<file path="src/hw/rtl/q2e_pkg.sv">
// Shared types and constants for the quaternion to Euler angle converter.
// Holds the CORDIC arctangent table and the data carried between pipeline cells.
// No dependencies.
package q2e_pkg;

    // field widths
    localparam int IN_W    = 16;
    localparam int ROLL_W  = 16;
    localparam int PITCH_W = 15;
    localparam int YAW_W   = 16;

    // datapath widths: Q5.30 terms, CORDIC vectors, Q.30 angle accumulator
    localparam int TERM_W = 35;
    localparam int CW     = 37;
    localparam int ZW     = 35;
    localparam int RAD_W  = 61;
    localparam int ROOT_W = 31;
    localparam int SQRT_STEPS = 31;
    localparam int RES_W  = ZW - 16;

    localparam logic signed [TERM_W-1:0] ONE_Q30 = TERM_W'(64'sd1073741824);
    localparam logic signed [ZW-1:0]     PI_Q30  = ZW'(64'sd3373259426);
    localparam logic signed [RES_W-1:0]  FULL_LIMIT = RES_W'(25736);
    localparam logic signed [RES_W-1:0]  HALF_LIMIT = RES_W'(12868);

    // atan(2^-i) in Q.30, rounded down
    localparam logic [29:0] ATAN_TAB [32] = '{
        30'd843314856, 30'd497837829, 30'd263043836, 30'd133525158, 30'd67021686,
        30'd33543515, 30'd16775850, 30'd8388437, 30'd4194282, 30'd2097149,
        30'd1048575, 30'd524287, 30'd262143, 30'd131071, 30'd65535, 30'd32767,
        30'd16383, 30'd8191, 30'd4095, 30'd2047, 30'd1023, 30'd511, 30'd255,
        30'd127, 30'd63, 30'd31, 30'd15, 30'd7, 30'd3, 30'd1, 30'd0, 30'd0
    };

    // rotation terms carried alongside the root extraction
    typedef struct packed {
        logic signed [TERM_W-1:0] t0;
        logic signed [TERM_W-1:0] t1;
        logic signed [TERM_W-1:0] t2;
        logic signed [TERM_W-1:0] t3;
        logic signed [TERM_W-1:0] t4;
    } terms_t;

    // one step of the integer square root
    typedef struct packed {
        logic [RAD_W-1:0] rem;
        logic [RAD_W-1:0] root;
        terms_t           terms;
    } sqrt_t;

    // one CORDIC lane
    typedef struct packed {
        logic signed [CW-1:0] x;
        logic signed [CW-1:0] y;
        logic signed [ZW-1:0] z;
        logic                 zero;
    } cordic_t;

endpackage

</file>
<file path="src/hw/rtl/q2e_cordic_cell.sv">
// One vectoring iteration of the CORDIC arctangent, shift fixed by I.
// Depends on q2e_pkg for the lane type and the arctangent table.
module q2e_cordic_cell #(
    parameter int I = 0
) (
    input  logic             clk,
    input  logic             en,
    input  q2e_pkg::cordic_t d,
    output q2e_pkg::cordic_t q
);
    import q2e_pkg::*;

    localparam logic signed [ZW-1:0] STEP = ZW'(ATAN_TAB[I]);

    logic signed [CW-1:0] xs;
    logic signed [CW-1:0] ys;
    cordic_t              q_next;
    cordic_t              q_reg;

    // rotate towards the x axis
    always_comb
    begin
        xs     = d.x >>> I;
        ys     = d.y >>> I;
        q_next = d;
        if (!d.y[CW-1])
        begin
            q_next.x = d.x + ys;
            q_next.y = d.y - xs;
            q_next.z = d.z + STEP;
        end
        else
        begin
            q_next.x = d.x - ys;
            q_next.y = d.y + xs;
            q_next.z = d.z - STEP;
        end
    end

    always_ff @(posedge clk)
    begin
        if (en)
        begin
            q_reg <= q_next;
        end
    end

    assign q = q_reg;

endmodule

</file>
<file path="config.mk">
export PLATFORM = sky130hd
export DESIGN_NAME = q2e_cordic_cell
export DESIGN_NICKNAME = d
export VERILOG_FILES = /design/src/hw/rtl/q2e_pkg.sv /design/src/hw/rtl/q2e_cordic_cell.sv
export SDC_FILE = /design/constraint.sdc
export NUM_CORES = 1
export LEC_CHECK = 0
export BUFFER_PORTS_ARGS = -buffer_cell sky130_fd_sc_hd__buf_4
export CAP_MARGIN = 15
export CORE_ASPECT_RATIO = 0.8
export CORE_MARGIN = 2
export CORE_UTILIZATION = 55
export CTS_BUF_LIST = sky130_fd_sc_hd__clkbuf_4 sky130_fd_sc_hd__clkbuf_8
export DETAILED_ROUTE_END_ITERATION = 8
export GPL_ROUTABILITY_DRIVEN = 0
export HOLD_SLACK_MARGIN = 0.02
export PLACE_DENSITY = 0.79
export SLEW_MARGIN = 20
export SYNTH_ARGS = -nofsm -noshare
export SYNTH_HDL_FRONTEND = slang
export SYNTH_SLANG_ARGS = --single-unit
</file>
<file path="constraint.sdc">
create_clock -name clk -period 7.5 [get_ports clk]
set_input_delay 0.75 -clock clk [delete_from_list [all_inputs] [get_ports clk]]
set_output_delay 0.75 -clock clk [all_outputs]
set_load 0.02 [all_outputs]
</file>
# Yosys cells after proc, flatten, opt, wreduce, memory -nomap -nowiden
# Index checks and enable logic that the tools add are counted.
[totals]
reg_bits = 110
input_bits = 112
out_inout_bits = 110
elab_cells = 10
[classes]
addsub = 5
muxes = 1
[op_table]
columns = ["cell", "n"]
rows = [
  ["109-bit 2-to-1 mux", 1],
  ["37-bit subtractor", 2],
  ["37-bit adder", 1],
  ["35-bit by 31-bit adder with 35-bit output, second input constant", 1],
  ["35-bit by 31-bit subtractor with 35-bit output, second input constant", 1],
]

# Logic depth before layout (Yosys ltp)
[depth]
depth_word = 2
mapped_depth = 14
depth_no_buf = 12

# Worst setup path before layout
# No wires, ideal clock.
[synth_timing]
path_type = "input to register"
from = "in d[72] (netlist name)"
to = "reg q_reg, in the netlist q[32] (data pin)"
setup_ns = 0.262
arrival_time_ns = 3.876
t_required_ns = 7.238
slack_ns = 3.362
cell_stages = 14
n_path_buf = 3
cell_sequence = "clkbuf_1 inv_1 clkbuf_1 buf_1 ha_1 nor2b_1 o31a_1 o31ai_1 a21oi_1 o2111ai_1 o211ai_1 and2_1 a211oi_1 xnor2_1"
[synth_lines]
columns = ["item", "line_no", "source"]
rows = [
  ["from (decl)", "q2e_cordic_cell.sv:8", "input q2e_pkg::cordic_t d,"],
  ["to (signal assigned)", "q2e_cordic_cell.sv:44", "q_reg <= q_next;"],
  ["to (decl)", "q2e_cordic_cell.sv:18", "cordic_t q_reg;"],
]

==> flow_summary.ini <==
[synth]
synth_xor_area_frac = 0.0733
synthSimpleGateAreaFrac = 0.155
synthCells = 1346
yosysMostFrequentCell = a21oi_1
synth.area.top_cells = edfxtp_1 (29%), ha_1 (16%), a21oi_1 (6.6%)
synth-main-ff-cell = edfxtp_1
synth_top_family_by_area = compound AO/OA/AOI/OAI gates
synthMuxAreaShare = 0.0105
async_reset_ff_frac = 0
yosysWarnings = 0
synth_area_um2 = 11500
yosysUniqueCellTypes = 81
ys_seq_elements = 109
synth_top_area_cell = edfxtp_1
synth_compound_area_frac = 0.247
synth_top_cell_area_share = 0.285
synth_nets = 1608
synth-edff-count = 109
synthTopCellsByCount = a21oi_1 (152), ha_1 (146), nor2_1 (128)
synthAdderAreaFrac = 0.166
syn_avg_cell_area_um2 = 8.52
yosysSeqAreaShare = 0.285

[floorplan]
die_y_um = 133
num_rows = 47
start_util = 0.557
coreArea_um2 = 20600
die_w_um = 165
die-area_um2 = 22000
ioPinCount = 222

[clock_network]
numCtsBuffers = 9
ctsHoldBuffers = 0
postCtsSetupRepairBufs = 0
cts_tree = built
htreeDepth = 3
cts_root_buf = clkbuf_8
cts_buffer_depth = 2
clock-sinks = 109
cts_resized = 0
clk_pin_slew_worst_paths_ns = 0.11

[sta]
min_period_ns = 4.24
max_slew.worst_pin.slew_ns = 0.914
slew_viol_final = 0
tns_ns = 0
hold_violations = 0
min_period_over_period = 0.565
rsz0062_at_grt = false
fin_ws_ns = 3.26
timing.fmax_mhz = 236
slew_headroom = 0.391
finalSetupViolCount = 0

[power]
p_per_area_nw_per_um2 = 170
p_leak_nw = 5.89
vdd_drop_max_mv = 0.105

[routing]
drt_first_pass_iters = 6
wl_um = 34300
wire_per_inst_um = 19.1
ant_nets = 0
drt_iter0_drc = 1537
via_count = 11200
route.detailed.drc = 0
vias_per_cell = 6.27

[grt]
grt_pass1_vias = 10000
overflow = 0
grt_first_pass_wirelength_um = 52100
grt_max_degree = 105
antenna_found_initial = 1
grt.total_usage = 0.299

[critical_path]
path_max_fanout = 104
required_ns = 7.66
path_class = in2reg
endpoint_kind = flop
start_kind = input pin
crit_arrival_ns = 4.40

[finish]
multi_input_area_um2 = 7480
diodes = 0
layout.nets = 1783
largest_reg_flops = 109
final_layout_size_suffix_gt1_frac = 0.180
area_growth_pct = 16.8
final.fill_count = 1744
final-seq-area_um2 = 3270

[hold_path]
hold_depth = 1
hold_class = in2reg
hp-start = d[0]
hold_path_end = q[0]

[place]
hpwl_um = 26500
pre_cts_ws_ns = 2.60
port_buffers = 221

[flow_run]
cap_violations = 0

[outcome]
status = finished, final reports clean
## layout by cell type, fill, tap and decap left out, types with 20 or more instances in the layout
| cell | instances |
|---|---|
| a21o_1 | 31 |
| a21oi_1 | 152 |
| buf_4 | 222 |
| edfxtp_1 | 109 |
| ha_1 | 146 |
| inv_1 | 108 |
| nand2_1 | 61 |
| nand3_1 | 30 |
| nand4_1 | 23 |
| nor2_1 | 128 |
| nor2b_1 | 25 |
| nor3_1 | 37 |
| o21ai_0 | 59 |
| o21ai_1 | 20 |
| o21bai_1 | 28 |
| xnor2_1 | 77 |
## how the worst max path moves through the flow
stage | startpoint | to | slack (ns) | cells after the start
floorplan | d[72] | q[32] | 3.36 | 14
CTS | d[72] | q[32] | 3.05 | 12
global route | d[72] | q[32] | 2.94 | 12
finish | d[72] | q[32] | 3.26 | 12
detailed placement | d[72] | q[32] | 2.60 | 12
global placement | d[72] | q[32] | 2.75 | 12
## cell families (layout without fill, tap and decap cells)
logic type,after synthesis,count (layout)
XOR/XNOR,96,96
multiplexers,12,12
buffers and inverters,177,356
AND/OR/NAND/NOR,368,368
AO/OA/AOI/OAI,434,434
adder cells (fa/ha/maj),150,150
flip-flops,109,109
## area by class of cell
| type | count | area share |
|---|---|---|
| clock buffers | 9 | 0.00925 |
| well taps | 269 | 0.0251 |
| multi-input cells | 1060 | 0.559 |
| clock inverters | 6 | 0.00420 |
| repair buffers | 223 | 0.125 |
| inverters | 118 | 0.0331 |
| flip-flops and latches | 109 | 0.244 |
## critical path, stage by stage
cell and delay [ns]:
buf_6 0.54, inv_2 0.14, buf_4 0.42, ha_1 0.50, a21o_1 0.23, o41ai_1 0.39, a21oi_1 0.17, o2111ai_1 0.35
o211ai_1 0.17, and2_1 0.24, a211oi_1 0.33, xnor2_1 0.11
## layer usage
metal / up-vias / wire length (µm) / share of wire / GRT usage
li1: 5201 / - / - / -
met1: 5170 / 14600 / 0.42 / 0.428
met2: 785 / 14300 / 0.42 / 0.442
met3: 89 / 4400 / 0.13 / 0.0816
met4: 2 / 969 / 0.028 / 0.0905
met5: - / 13 / 0.00038 / 0
## stage by stage
stage	util	instances	power, mW	area (µm²)	hold slack (ns)
2_1_floorplan	-	1346	1.53	11500	0.849
3_3_place_gp	0.642	1779	1.89	13200	0.928
3_5_place_dp	0.642	1779	1.91	13200	0.930
4_1_cts	0.651	1794	2.27	13400	0.492
5_1_grt	0.651	1794	2.39	13400	0.498
6_report	0.651	1794	2.28	13400	0.527
## power by group
group | internal (mW) | switching (mW)
combinational | 0.424 | 0.658
clock | 0.126 | 0.232
sequential | 0.807 | 0.0353
No activity file was read; power rests on OpenSTA's default activity.
